**src/rtl/wola_pkg.sv**
```systemverilog
// Shared types, sizes and codes for the weighted overlap-add block.
// No dependencies; the RTL files that use it refer to it by scoped names, the testbench imports it.
package wola_pkg;

  localparam int MAX_WINDOW = 1024;
  localparam int IDX_W      = $clog2(MAX_WINDOW);
  localparam int LEN_W      = $clog2(MAX_WINDOW + 1);

  localparam int MODE_W   = 2;
  localparam int CIDX_W   = 10;
  localparam int SAMPLE_W = 16;
  localparam int COEF_W   = 16;
  localparam int PROD_W   = 32;
  localparam int ACC_W    = 40;

  localparam int CFG_W     = 11;
  localparam int CFG_IDX_W = 1;
  localparam logic [CFG_IDX_W-1:0] REG_WINDOW_LENGTH = 1'b0;
  localparam logic [CFG_IDX_W-1:0] REG_HOP_SIZE      = 1'b1;
  localparam logic [CFG_W-1:0] WINDOW_LENGTH_RESET = 11'd1024;
  localparam logic [CFG_W-1:0] HOP_SIZE_RESET      = 11'd512;

  localparam logic [MODE_W-1:0] MODE_LOAD   = 2'd0;
  localparam logic [MODE_W-1:0] MODE_SAMPLE = 2'd1;
  localparam logic [MODE_W-1:0] MODE_FLUSH  = 2'd2;

  localparam int FIFO_DEPTH = 8;
  localparam int FIFO_PTR_W = $clog2(FIFO_DEPTH);
  localparam int FIFO_CNT_W = $clog2(FIFO_DEPTH + 1);

  typedef struct packed {
    logic [MODE_W-1:0]          mode;
    logic [CIDX_W-1:0]          coef_index;
    logic signed [SAMPLE_W-1:0] value;
  } in_word_t;

  typedef struct packed {
    logic signed [SAMPLE_W-1:0] sample_out;
    logic                       saturated;
    logic                       tail_last;
    logic                       flush_error;
  } out_word_t;

  typedef enum logic [1:0] {
    ST_RUN,
    ST_DRAIN,
    ST_SWEEP
  } ctrl_state_t;

  typedef enum logic [1:0] {
    OP_SAMPLE,
    OP_TAIL,
    OP_ERROR
  } op_t;

  // one accepted word headed for the accumulate pipeline
  typedef struct packed {
    logic                       valid;
    op_t                        op;
    logic                       emit;
    logic                       last;
    logic [IDX_W-1:0]           slot;
    logic signed [SAMPLE_W-1:0] sample;
  } issue_t;

  typedef struct packed {
    logic             en;
    logic [IDX_W-1:0] addr;
  } sweep_t;

  typedef struct packed {
    logic             en;
    logic [IDX_W-1:0] addr;
    logic [ACC_W-1:0] data;
  } ring_wr_t;

endpackage

```
**src/rtl/wola_ctrl.sv**
```systemverilog
// Front-end control: config registers, frame position, ring base, tail count,
// result credits and the ring clearing sequencer. Uses wola_pkg.
module wola_ctrl (
  input  logic                            clk,
  input  logic                            rst,
  input  logic                            item_valid,
  output logic                            item_stall,
  input  wola_pkg::in_word_t              item,
  input  logic                            cfg_write,
  input  logic [wola_pkg::CFG_IDX_W-1:0]  cfg_index,
  input  logic [wola_pkg::CFG_W-1:0]      cfg_data,
  input  logic                            result_pop,
  input  logic                            pipe_busy,
  output wola_pkg::issue_t                issue,
  output logic [wola_pkg::IDX_W-1:0]      ring_raddr,
  output logic [wola_pkg::IDX_W-1:0]      coef_raddr,
  output logic                            coef_we,
  output logic [wola_pkg::IDX_W-1:0]      coef_waddr,
  output logic [wola_pkg::COEF_W-1:0]     coef_wdata,
  output wola_pkg::sweep_t                sweep
);

  localparam int SUM_W = wola_pkg::IDX_W + 1;

  logic [wola_pkg::CFG_W-1:0]      window_length;
  logic [wola_pkg::CFG_W-1:0]      hop_size;
  logic [wola_pkg::IDX_W-1:0]      ring_base;
  logic [wola_pkg::LEN_W-1:0]      frame_position;
  logic [wola_pkg::LEN_W-1:0]      tail_count;
  logic [wola_pkg::FIFO_CNT_W-1:0] outstanding;
  logic [wola_pkg::IDX_W-1:0]      sweep_addr;
  wola_pkg::ctrl_state_t           state, state_next;

  logic [wola_pkg::LEN_W-1:0] eff_len;
  logic [wola_pkg::LEN_W-1:0] eff_hop;
  logic [wola_pkg::LEN_W-1:0] pos_next;
  logic                       accept;
  logic                       has_result;
  logic                       start_clear;
  logic                       cidx_ok;

  // slot arithmetic modulo the ring size; base < MAX and offset <= MAX
  function automatic logic [wola_pkg::IDX_W-1:0] ring_add(
    input logic [wola_pkg::IDX_W-1:0] base,
    input logic [wola_pkg::LEN_W-1:0] off
  );
    logic [SUM_W-1:0] sum;
    sum = SUM_W'(base) + SUM_W'(off);
    if (sum >= SUM_W'(wola_pkg::MAX_WINDOW)) begin
      sum = sum - SUM_W'(wola_pkg::MAX_WINDOW);
    end
    return sum[wola_pkg::IDX_W-1:0];
  endfunction

  always_comb begin
    if (window_length == '0) begin
      eff_len = wola_pkg::LEN_W'(1);
    end else if (32'(window_length) > 32'(wola_pkg::MAX_WINDOW)) begin
      eff_len = wola_pkg::LEN_W'(wola_pkg::MAX_WINDOW);
    end else begin
      eff_len = wola_pkg::LEN_W'(window_length);
    end
    if (hop_size == '0) begin
      eff_hop = wola_pkg::LEN_W'(1);
    end else if (32'(hop_size) > 32'(eff_len)) begin
      eff_hop = eff_len;
    end else begin
      eff_hop = wola_pkg::LEN_W'(hop_size);
    end
  end

  assign item_stall = (state != wola_pkg::ST_RUN) ||
                      (outstanding == wola_pkg::FIFO_CNT_W'(wola_pkg::FIFO_DEPTH));
  assign accept     = item_valid && !item_stall;
  assign pos_next   = frame_position + wola_pkg::LEN_W'(1);
  assign cidx_ok    = 32'(item.coef_index) < 32'(wola_pkg::MAX_WINDOW);

  assign coef_waddr = wola_pkg::IDX_W'(item.coef_index);
  assign coef_wdata = item.value;
  assign coef_raddr = wola_pkg::IDX_W'(frame_position);
  assign ring_raddr = issue.slot;

  // decode of the word at the input
  always_comb begin
    issue.valid  = 1'b0;
    issue.op     = wola_pkg::OP_SAMPLE;
    issue.emit   = 1'b0;
    issue.last   = 1'b0;
    issue.slot   = ring_add(ring_base, frame_position);
    issue.sample = item.value;
    coef_we      = 1'b0;
    has_result   = 1'b0;
    start_clear  = 1'b0;
    unique case (item.mode)
      wola_pkg::MODE_LOAD: begin
        coef_we = accept && cidx_ok;
      end
      wola_pkg::MODE_SAMPLE: begin
        issue.valid = accept;
        issue.emit  = frame_position < eff_hop;
        has_result  = issue.emit;
      end
      wola_pkg::MODE_FLUSH: begin
        if (frame_position != '0) begin
          issue.valid = accept;
          issue.op    = wola_pkg::OP_ERROR;
          has_result  = 1'b1;
        end else if (tail_count == '0) begin
          start_clear = accept;
        end else begin
          issue.valid = accept;
          issue.op    = wola_pkg::OP_TAIL;
          issue.emit  = 1'b1;
          issue.last  = tail_count == wola_pkg::LEN_W'(1);
          has_result  = 1'b1;
          start_clear = accept && issue.last;
        end
      end
      default: begin
      end
    endcase
  end

  always_ff @(posedge clk) begin
    if (rst) begin
      window_length  <= wola_pkg::WINDOW_LENGTH_RESET;
      hop_size       <= wola_pkg::HOP_SIZE_RESET;
      ring_base      <= '0;
      frame_position <= '0;
      tail_count     <= '0;
      outstanding    <= '0;
    end else begin
      if (cfg_write) begin
        unique case (cfg_index)
          wola_pkg::REG_WINDOW_LENGTH: window_length <= cfg_data;
          wola_pkg::REG_HOP_SIZE:      hop_size      <= cfg_data;
          default: begin
          end
        endcase
      end
      if (accept && item.mode == wola_pkg::MODE_SAMPLE) begin
        if (pos_next >= eff_len) begin
          ring_base      <= ring_add(ring_base, eff_hop);
          frame_position <= '0;
          tail_count     <= eff_len - eff_hop;
        end else begin
          frame_position <= pos_next;
        end
      end
      if (accept && item.mode == wola_pkg::MODE_FLUSH && frame_position == '0) begin
        if (tail_count == '0 || issue.last) begin
          ring_base <= '0;
        end else begin
          ring_base <= ring_add(ring_base, wola_pkg::LEN_W'(1));
        end
        if (tail_count != '0) begin
          tail_count <= tail_count - wola_pkg::LEN_W'(1);
        end
      end
      outstanding <= outstanding
                   + wola_pkg::FIFO_CNT_W'(accept && has_result)
                   - wola_pkg::FIFO_CNT_W'(result_pop);
    end
  end

  // clearing sequencer: wait for ring traffic to settle, then zero every slot
  always_ff @(posedge clk) begin
    if (rst) begin
      state      <= wola_pkg::ST_DRAIN;
      sweep_addr <= '0;
    end else begin
      state <= state_next;
      if (state == wola_pkg::ST_SWEEP) begin
        sweep_addr <= sweep_addr + wola_pkg::IDX_W'(1);
      end else begin
        sweep_addr <= '0;
      end
    end
  end

  always_comb begin
    state_next = state;
    sweep.en   = 1'b0;
    sweep.addr = sweep_addr;
    unique case (state)
      wola_pkg::ST_RUN: begin
        if (start_clear) begin
          state_next = wola_pkg::ST_DRAIN;
        end
      end
      wola_pkg::ST_DRAIN: begin
        if (!pipe_busy) begin
          state_next = wola_pkg::ST_SWEEP;
        end
      end
      wola_pkg::ST_SWEEP: begin
        sweep.en = 1'b1;
        if (sweep_addr == wola_pkg::IDX_W'(wola_pkg::MAX_WINDOW - 1)) begin
          state_next = wola_pkg::ST_RUN;
        end
      end
      default: begin
        state_next = wola_pkg::ST_DRAIN;
      end
    endcase
  end

endmodule

```
**config.mk**
```make
export PLATFORM = sky130hd
export DESIGN_NAME = wola_ctrl
export DESIGN_NICKNAME = d
export VERILOG_FILES = /design/src/rtl/wola_pkg.sv /design/src/rtl/wola_ctrl.sv
export SDC_FILE = /design/constraint.sdc
export NUM_CORES = 1
export LEC_CHECK = 0
export ABC_AREA = 1
export BUFFER_PORTS_ARGS = -buffer_cell sky130_fd_sc_hd__buf_2
export CORE_ASPECT_RATIO = 1.2
export CORE_MARGIN = 10
export CORE_UTILIZATION = 56
export DETAILED_ROUTE_END_ITERATION = 12
export GPL_TIMING_DRIVEN = 0
export PLACE_DENSITY = 0.82
export SETUP_SLACK_MARGIN = 0.3
export SYNTH_ARGS = -nofsm -noshare
export SYNTH_HDL_FRONTEND = slang
export SYNTH_SLANG_ARGS = --single-unit
```
**constraint.sdc**
```tcl
create_clock -name clk -period 5.95 [get_ports clk]
set_input_delay 1.19 -clock clk [delete_from_list [all_inputs] [get_ports clk]]
set_output_delay 1.19 -clock clk [all_outputs]
set_load 0.1 [all_outputs]
```
==> impl_metrics.yaml, run 1 <==
drt:
  viasPerCell: 5.442
  detail-route-antenna-nets: 0
  drc_errors: 0
  drt-initial-drc-count: 580
  first_pass_iters: 5
  wirelength_mm: 18.74
  wl_per_cell_um: 15.12
  vias: 6743
final_layout:
  final_common_cell: "nand2_1"
  areaGrowthSynthToFinish_pct: 23.29
  num_antenna_cells: 0
  final_cell_mix: "nand2_1 (153), inv_1 (135), buf_2 (111)"
  drive_gt1_share_pct: 25.44
  fin_nets: 1208
  fin_area_sq_um: 7848
  final_cells: 1239
clocking:
  cts_tree: "yes"
  cts.clk_slew.worst_paths_ns: 0.06
  h-tree-depth: 3
  cts_sinks: 70
  root_buffer: "clkbuf_16"
  worstSkewPairLatency_ns: 0.35
  cts_buffers: 9
  clockBufferDepth: 2
pwr:
  power_switching_mw: 0.8716
  ir_drop_v: 0.0001950
  internal_power_mw: 1.144
  power_frac_comb_pct: 44.1
  p_leak_nw: 4.077
  p_seq_share_pct: 26.5
  powerDensity_nw_per_um2: 256.8
  switching_share_pct: 43.25
  power.share.clock_pct: 29.4
critical_path:
  crit_path_end_kind: "primary output"
  worst_ep_required_time_ns: 4.76
  crit_fanout: 8
  worstSetupPathType: "reg -> out"
  critical_path_arrival_ns: 4.30
  crit_path_start_kind: "register"
synth:
  synth-main-ff-cell: "dfxtp_1"
  synth.area.top_cells: "dfxtp_1 (22%), ha_1 (15%), nand2_1 (9.1%), inv_1 (8.4%), a21oi_1 (7.5%)"
  yosysSeqAreaShare_pct: 22.02
  synth_area_sq_um: 6365
  synthesis.nets: 1065
  ys_warn_count: 0
  synth_cells: 937
  synth-edff-count: 0
  ys_seq_elements: 70
  synth_top_area_share_pct: 22.02
  synth_cell_type_count: 45
  synth_largest_area_cell: "dfxtp_1"
  synthArstFlopShare_pct: 0
  postSynthAreaPerCell_sq_um: 6.793
sta:
  final-setup-viol-count: 0
  setup_tns_ns: 0
  min_period_ns: 5.486
  period_share_pct: 92.20
  max_freq_ghz: 0.1823
  drv_slew: 0
  hold_viol: 0
  skew_ns: 0.004768
  rsz0062_at_grt: "false"
  tightestPinTransition_ns: 0.7338
  maxSlewHeadroom_pct: 51.08
placement:
  gp_congestion: 0.9632
  dp_hpwl_mm: 14.11
  place_inst: 1200
  io_buffers: 109
  placed_area_sq_um: 7107
die:
  pin_count: 136
  placementRows: 42
  core-area_sq_um: 11090
  start_util_pct: 57.40
  die_h_um: 136.8
  design.die.area_sq_um: 16050
  die_w_um: 117.3
global_route:
  grt.overflow.total: 0
  grt_pass1_wl_mm: 28.73
  grt_pass1_vias: 6102
  grt_use_total_pct: 21.47
  antenna_found_initial: 0
  grt_max_degree: 14
run:
  maxCapViolCount: 0
hold_path:
  hold_class: "reg -> reg"
outcome:
  status: "completed"
[worst max-delay path, stage by stage (launching register included)]
cell	delay, ns
dfxtp_1	0.32
nor2_2	0.15
nand3_2	0.11
o21ai_4	0.17
clkinv_4	0.16
nor2_4	0.15
inv_1	0.07
ha_1	0.28
nand2_1	0.06
inv_1	0.08
nand2_1	0.07
nor2_2	0.10
nand4_1	0.16
nand2_2	0.13
buf_6	0.13
nor2_1	0.06
nor3_2	0.21
inv_1	0.09
ha_1	0.32
nand2_2	0.09
nor2_1	0.06
a211oi_2	0.21
o221ai_2	0.16
nor2_1	0.12
nand2_1	0.09
a21oi_2	0.18
buf_12	0.19
[final timing paths]
kind / endpoint / slack (ns) / from / depth (start not counted)
worst min-delay path: sweep_addr[0] / 0.48 / sweep_addr[0] / 1
worst max register to register: outstanding[2] / 0.93 / window_length[2] / 32
worst min register to register: sweep_addr[0] / 0.48 / sweep_addr[0] / 1
worst max-delay path: issue[27] / 0.46 / window_length[2] / 26
[power groups by stage]
stage / sequential [mW] / clock [mW] / combinational (mW)
6_report: 0.533 / 0.593 / 0.889
5_1_grt: 0.536 / 0.613 / 0.962
4_1_cts: 0.530 / 0.593 / 0.833
3_5_place_dp: 0.541 / 0 / 0.795
3_3_place_gp: 0.539 / 0 / 0.784
2_1_floorplan: 0.537 / 0 / 0.651
[synth_stat cells, types with 3 or more instances]
master / instances
o21ai_1: 10
o211ai_1: 10
fa_1: 4
nand4_1: 15
ha_1: 78
dfxtp_1: 70
o31ai_1: 3
o21ai_0: 45
nand2_4: 3
a21oi_1: 95
inv_2: 4
inv_1: 143
xnor2_1: 16
xor2_1: 25
clkbuf_1: 10
nor3_1: 18
nand3_1: 38
nand2_1: 155
o22ai_1: 3
buf_2: 3
a211oi_1: 3
nor2_1: 95
buf_4: 62
[layout make-up]
type,count,area (sq um)
Multi-Input combinational cell,641,4093
Fill cell,912,3241
Sequential cell,70,1403
Timing Repair Buffer,132,730.7
Inverter,149,569.3
Buffer,77,539.3
Clock buffer,9,225.2
Tap cell,154,192.7
Clock inverter,7,95.09
[sequential cells by signal, indices dropped and copies added (netlist names)]
register        cells
frame_position     11
hop_size           11
outstanding         4
ring_base          10
state               2
sweep_addr         10
tail_count         11
window_length      11
[metrics by stage]
| step | util [%] | hold WS (ns) | power, mW | setup WS [ns] |
|---|---|---|---|---|
| after floorplan | - | 0.4444 | 1.188 | 0.4655 |
| after global placement | 64.09 | 0.4464 | 1.323 | -0.05387 |
| after detailed placement | 64.09 | 0.4672 | 1.336 | -0.1136 |
| after CTS | 68.56 | 0.4760 | 1.956 | 0.3209 |
| after global routing | 70.77 | 0.4987 | 2.111 | 0.2509 |
| final | 70.77 | 0.4785 | 2.015 | 0.4644 |
[logic make-up after synthesis]
group | count (synthesis) | share of synthesized area, %
DFF | 70 | 22.02
and+or+nand+nor | 337 | 23.00
buffers and inverters | 226 | 17.16
adders and majority gates | 82 | 16.59
AOI/OAI and AO/OA | 181 | 15.59
xor gates and xnor gates | 41 | 5.642
[per-layer routing]
| metal | track usage, % | routed length, um | vias up | share of wire, % |
|---|---|---|---|---|
| met2 | 38.39 | 9050 | 339 | 48 |
| met5 | 0 | 0 | - | 0 |
| li1 | - | - | 3272 | - |
| met1 | 23.21 | 7319 | 3050 | 39 |
| met3 | 5.070 | 1480 | 82 | 7.9 |
| met4 | 11.35 | 889 | 0 | 4.7 |
[timing repair]
action	in CTS	in global routing
gates resized for setup	33	32
pin swaps	10	22
buffers inserted	8	14
hold buffers	0	0
gates cloned	0	1
setup endpoints to repair	4	4
(Power assumes the default switching activity.)
==> run 2: changes to the inputs <==
- PLACE_DENSITY: 0.82 -> 0.79
- clock period: 5.95 -> 5.85 ns (I/O delays scaled with it)
==> impl_metrics.yaml, run 2 (synthesized netlist as in run 1, its figures left out) <==
die:
  die_w_um: 117.3
  pin_count: 136
  placementRows: 42
  design.die.area_sq_um: 16050
  die_h_um: 136.8
  start_util_pct: 57.40
  core-area_sq_um: 11090
drt:
  wirelength_mm: 18.75
  first_pass_iters: 5
  wl_per_cell_um: 15.14
  detail-route-antenna-nets: 0
  drt-initial-drc-count: 431
  viasPerCell: 5.346
  drc_errors: 0
  vias: 6618
critical_path:
  critical_path_arrival_ns: 4.39
  worst_ep_required_time_ns: 4.68
  r2r_slack_ns: 0.76
  rr_worst_depth: 33
  reg2reg_from: "window_length[7]"
  r2r-end: "outstanding[2]"
  crit_path_start_kind: "register"
  crit_end: "issue[27]"
  cp-startpoint: "window_length[7]"
  crit_fanout: 8
  crit_path_end_kind: "primary output"
  worstSetupPathType: "reg -> out"
sta:
  hold_viol: 0
  min_period_ns: 5.557
  period_share_pct: 94.99
  maxSlewHeadroom_pct: 55.69
  max_freq_ghz: 0.1800
  skew_ns: 0.008657
  final-setup-viol-count: 0
  tightestPinTransition_ns: 0.6646
  drv_slew: 0
  fin_hold_ws_ns: 0.4632
  rsz0062_at_grt: "false"
hold_path:
  hold_depth: 1
  hold_class: "reg -> reg"
final_layout:
  areaGrowthSynthToFinish_pct: 23.57
  seq_area_sq_um: 1403
  final_cells: 1238
  drive_gt1_share_pct: 25.65
  utilization_pct: 70.93
  fin_nets: 1208
  fillers: 938
  final_common_cell: "nand2_1"
  multiInputGateArea_sq_um: 4118
  final_cell_mix: "nand2_1 (154), inv_1 (133), buf_2 (111)"
  num_antenna_cells: 0
pwr:
  power.total_mw: 2.032
  p_leak_nw: 4.081
  powerDensity_nw_per_um2: 258.4
  ir_drop_v: 0.0001960
global_route:
  grt.overflow.total: 0
  grt_pass1_wl_mm: 29.48
  antenna_found_initial: 0
  grt_max_degree: 13
  grt_use_total_pct: 21.93
  grt_pass1_vias: 6353
clocking:
  cts_sinks: 70
  root_buffer: "clkbuf_16"
  clockBufferDepth: 2
  ctsHoldBuffers: 0
  h-tree-depth: 3
  cts_buffers: 9
  cts_tree: "yes"
  cts.clk_slew.worst_paths_ns: 0.06
  worstSkewPairLatency_ns: 0.35
placement:
  gp_congestion: 0.9604
  dp_hpwl_mm: 14.07
  io_buffers: 109
  place_inst: 1200
run:
  maxCapViolCount: 0
outcome:
  status: "completed"
## run 2: changes by cell type in the layout (fill, tap and decap cells not counted), sizes merged
cell      delta
clkinvlp     -1
clkinv       +2
inv          -2
## run 2: timing repair
item	in CTS	in global routing
buffers inserted	8	14
resized for setup	37	31
pin swaps	11	25
endpoints found under the setup margin	4	4
gates cloned	0	1
## run 2: worst max-delay path, stage by stage, from the launching register on
cell	delay (ns)
dfxtp_2	0.33
nor2_4	0.13
nand3_2	0.12
o21ai_4	0.21
clkinv_4	0.18
nor2_4	0.17
inv_2	0.06
ha_4	0.25
nand2_1	0.05
inv_1	0.07
nand2_1	0.06
nor2_2	0.14
nand4_1	0.22
nand2_2	0.15
buf_6	0.14
inv_6	0.05
nor2_1	0.18
nor3_2	0.08
inv_2	0.11
ha_4	0.21
a21oi_2	0.14
nor2_1	0.07
a211oi_2	0.17
o221ai_2	0.15
nor2_1	0.11
nand2_1	0.09
a21oi_2	0.19
buf_12	0.20
## run 2: worst min path at each step
stage	slack, ns	startpoint	to
3_3_place_gp	0.45	sweep_addr[0]	sweep_addr[0]
5_1_grt	0.51	sweep_addr[0]	sweep_addr[0]
2_1_floorplan	0.44	window_length[1]	window_length[1]
6_report	0.46	sweep_addr[0]	sweep_addr[0]
4_1_cts	0.47	sweep_addr[0]	sweep_addr[0]
3_5_place_dp	0.46	sweep_addr[0]	sweep_addr[0]
## run 2: report_power, final
part	switching, mW	internal, mW
sequential	0.0327	0.510
clock	0.224	0.371
combinational	0.622	0.273
## run 2: layout make-up
| cell class | count | share of cell area [%] |
|---|---|---|
| multi-input combinational | 641 | 52.35 |
| sequential | 70 | 17.83 |
| timing repair buffer | 132 | 9.290 |
| inverter | 149 | 7.238 |
| buffer | 77 | 6.857 |
| clock buffer | 9 | 2.864 |
| tap | 154 | 2.450 |
| clock inverter | 6 | 1.114 |
## run 2: per-layer routing
metal	GRT usage [%]	share of wire, %	vias to the layer above
met3	5.317	7.2	67
met1	24.07	40	2981
met5	0	0	-
met4	11.84	4.4	0
li1	-	-	3279
met2	38.55	48	291
## run 2: through the flow
| stage | setup TNS [ns] | worst slack (ns) | cell area [sq um] |
|---|---|---|---|
| 2_1_floorplan | 0 | 0.3855 | 6369 |
| 3_3_place_gp | -0.1775 | -0.1775 | 7107 |
| 3_5_place_dp | -0.1874 | -0.1874 | 7107 |
| 4_1_cts | 0 | 0.3002 | 7604 |
| 5_1_grt | 0 | 0.1457 | 7865 |
| 6_report | 0 | 0.2929 | 7865 |
==> run 3: changes to the inputs <==
- ABC_AREA: 1 -> default
==> impl_metrics.yaml, run 3 <==
drt:
  wl_per_cell_um: 16.62
  wirelength_mm: 17.93
  vias: 6165
  drc_errors: 0
  met1_length_mm: 7.085
  detail-route-antenna-nets: 0
  maxUsedRoutingLayer: "met4"
  viasPerCell: 5.714
  first_pass_iters: 5
  wl_met3_mm: 1.484
  wl_met2_mm: 8.733
  drt-initial-drc-count: 372
synth:
  synth_common_cells: "nand2_1 (82), ha_1 (78), a21oi_1 (74), dfxtp_1 (70), buf_4 (62)"
  synth_area_sq_um: 6230
  synth.area.top_cells: "dfxtp_1 (22%), ha_1 (16%), buf_4 (7.5%), a21oi_1 (5.9%), nand2_1 (4.9%)"
  synth_largest_area_cell: "dfxtp_1"
  postSynthAreaPerCell_sq_um: 7.787
  synth-main-ff-cell: "dfxtp_1"
  synthesis.nets: 928
  synth_top_area_share_pct: 22.49
  synth_cell_type_count: 70
  synth_cells: 800
  synth-edff-count: 0
  ys_seq_elements: 70
  yosysMostFrequentCell: "nand2_1"
  synthArstFlopShare_pct: 0
  yosysSeqAreaShare_pct: 22.49
  ys_warn_count: 0
placement:
  io_buffers: 108
  placed_area_sq_um: 6937
  dp_hpwl_mm: 13.13
  place_inst: 1040
  gp_congestion: 0.9592
critical_path:
  crit_path_end_kind: "primary output"
  crit_path_start_kind: "register"
  worst_ep_required_time_ns: 4.68
  critical_path_arrival_ns: 4.48
  crit_fanout: 6
  worstSetupPathType: "reg -> out"
die:
  pin_count: 136
  design.die.area_sq_um: 15760
  die_w_um: 116.3
  die_h_um: 135.5
  placementRows: 42
  start_util_pct: 56.72
  core-area_sq_um: 10980
clocking:
  root_buffer: "clkbuf_16"
  cts_tree: "yes"
  cts_buffers: 9
  h-tree-depth: 3
  clockBufferDepth: 2
  cts.clk_slew.worst_paths_ns: 0.06
  worstSkewPairLatency_ns: 0.34
  cts_sinks: 70
  ctsHoldBuffers: 0
pwr:
  switching_share_pct: 39.43
  p_leak_nw: 3.806
  p_seq_share_pct: 29.6
  power_frac_comb_pct: 37.3
  power.share.clock_pct: 33.1
  internal_power_mw: 1.101
  power_switching_mw: 0.7164
  ir_drop_v: 0.0001597
  powerDensity_nw_per_um2: 237.0
outcome:
  status: "completed"
sta:
  final-setup-viol-count: 0
  drv_slew: 0
  tightestPinTransition_ns: 0.7629
  period_share_pct: 96.58
  skew_ns: 0.007741
  setup_tns_ns: 0
  max_freq_ghz: 0.1770
  hold_viol: 0
  rsz0062_at_grt: "true"
  maxSlewHeadroom_pct: 49.14
  min_period_ns: 5.650
final_layout:
  num_antenna_cells: 0
  final_cells: 1079
  drive_gt1_share_pct: 27.98
  areaGrowthSynthToFinish_pct: 23.06
  final_common_cell: "buf_2"
  fin_nets: 1070
  fin_area_sq_um: 7666
  final_cell_mix: "buf_2 (108), nand2_1 (78), buf_4 (78)"
run:
  maxCapViolCount: 0
global_route:
  grt.overflow.total: 0
  grt_pass1_wl_mm: 28.78
  grt_pass1_vias: 6078
  grt_use_total_pct: 22.41
  grt_max_degree: 13
  antenna_found_initial: 0
hold_path:
  hold_class: "reg -> reg"
==> run 3: timing repair <==
item | CTS | global route
setup buffers | 20 | 3
pin swaps | 21 | 19
setup endpoints to repair | 4 | 3
gates resized for setup | 31 | 22
==> run 3: area by class of cell <==
cell class	instances	area [sq um]
Multi-Input combinational cell	590	4217
Fill cell	917	3317
Sequential cell	70	1404
Timing Repair Buffer	131	754.5
Buffer	87	599.3
Clock buffer	11	242.7
Inverter	53	201.4
Tap cell	132	165.2
Clock inverter	5	82.58
==> run 3: layer usage <==
layer	global-route usage, %	up-vias
met4	9.819	0
met3	4.965	55
li1	-	3016
met2	39.16	282
met1	25.32	2812
met5	0	-
==> run 3: worst paths after layout <==
check,start,end,slack (ns),cells after the start
max,window_length[5],issue[27],0.20,21
min,sweep_addr[0],sweep_addr[0],0.46,1
max reg2reg,window_length[5],outstanding[2],0.60,28
min reg2reg,sweep_addr[0],sweep_addr[0],0.46,1
==> run 3: per-stage QoR <==
stage	utilization [%]	total power, mW	hold WS, ns	worst slack (ns)
6_report	69.80	1.817	0.4559	0.1999
5_1_grt	69.80	1.896	0.4834	0.01890
4_1_cts	68.58	1.803	0.4663	0.3060
3_5_place_dp	63.16	1.179	0.4529	-0.2044
3_3_place_gp	63.16	1.171	0.4402	-0.1896
2_1_floorplan	-	1.072	0.4462	0.5621
==> run 3: kinds of logic after synthesis <==
| group | share of synthesized area, % |
|---|---|
| xor+xnor | 5.905 |
| compound gates | 17.86 |
| mux | 1.788 |
| buf+inv | 12.69 |
| fa+ha+maj | 16.95 |
| simple gates | 22.31 |
| flops | 22.49 |
==> run 3: power groups by stage <==
stage	clock network (mW)	logic (mW)	registers, mW
after floorplan	0	0.530	0.542
after global placement	0	0.626	0.545
after detailed placement	0	0.634	0.545
after CTS	0.607	0.660	0.536
after global routing	0.624	0.730	0.542
final	0.601	0.678	0.538
==> run 3: critical path, stage by stage (launching register included) <==
cell and delay, ns:
dfxtp_2 0.33, nor4_2 0.30, nand3_1 0.17, o21ai_2 0.20, nand2_2 0.11, ha_4 0.29
nand2_4 0.07, a21oi_4 0.12, a211oi_2 0.06, a221o_1 0.37, buf_6 0.15, buf_6 0.13
mux2i_1 0.12, or2_4 0.29, ha_4 0.27, nand4_1 0.09, a211oi_2 0.31, o31ai_1 0.12
nand2_1 0.13, a311oi_4 0.07, o21a_2 0.25, buf_12 0.16
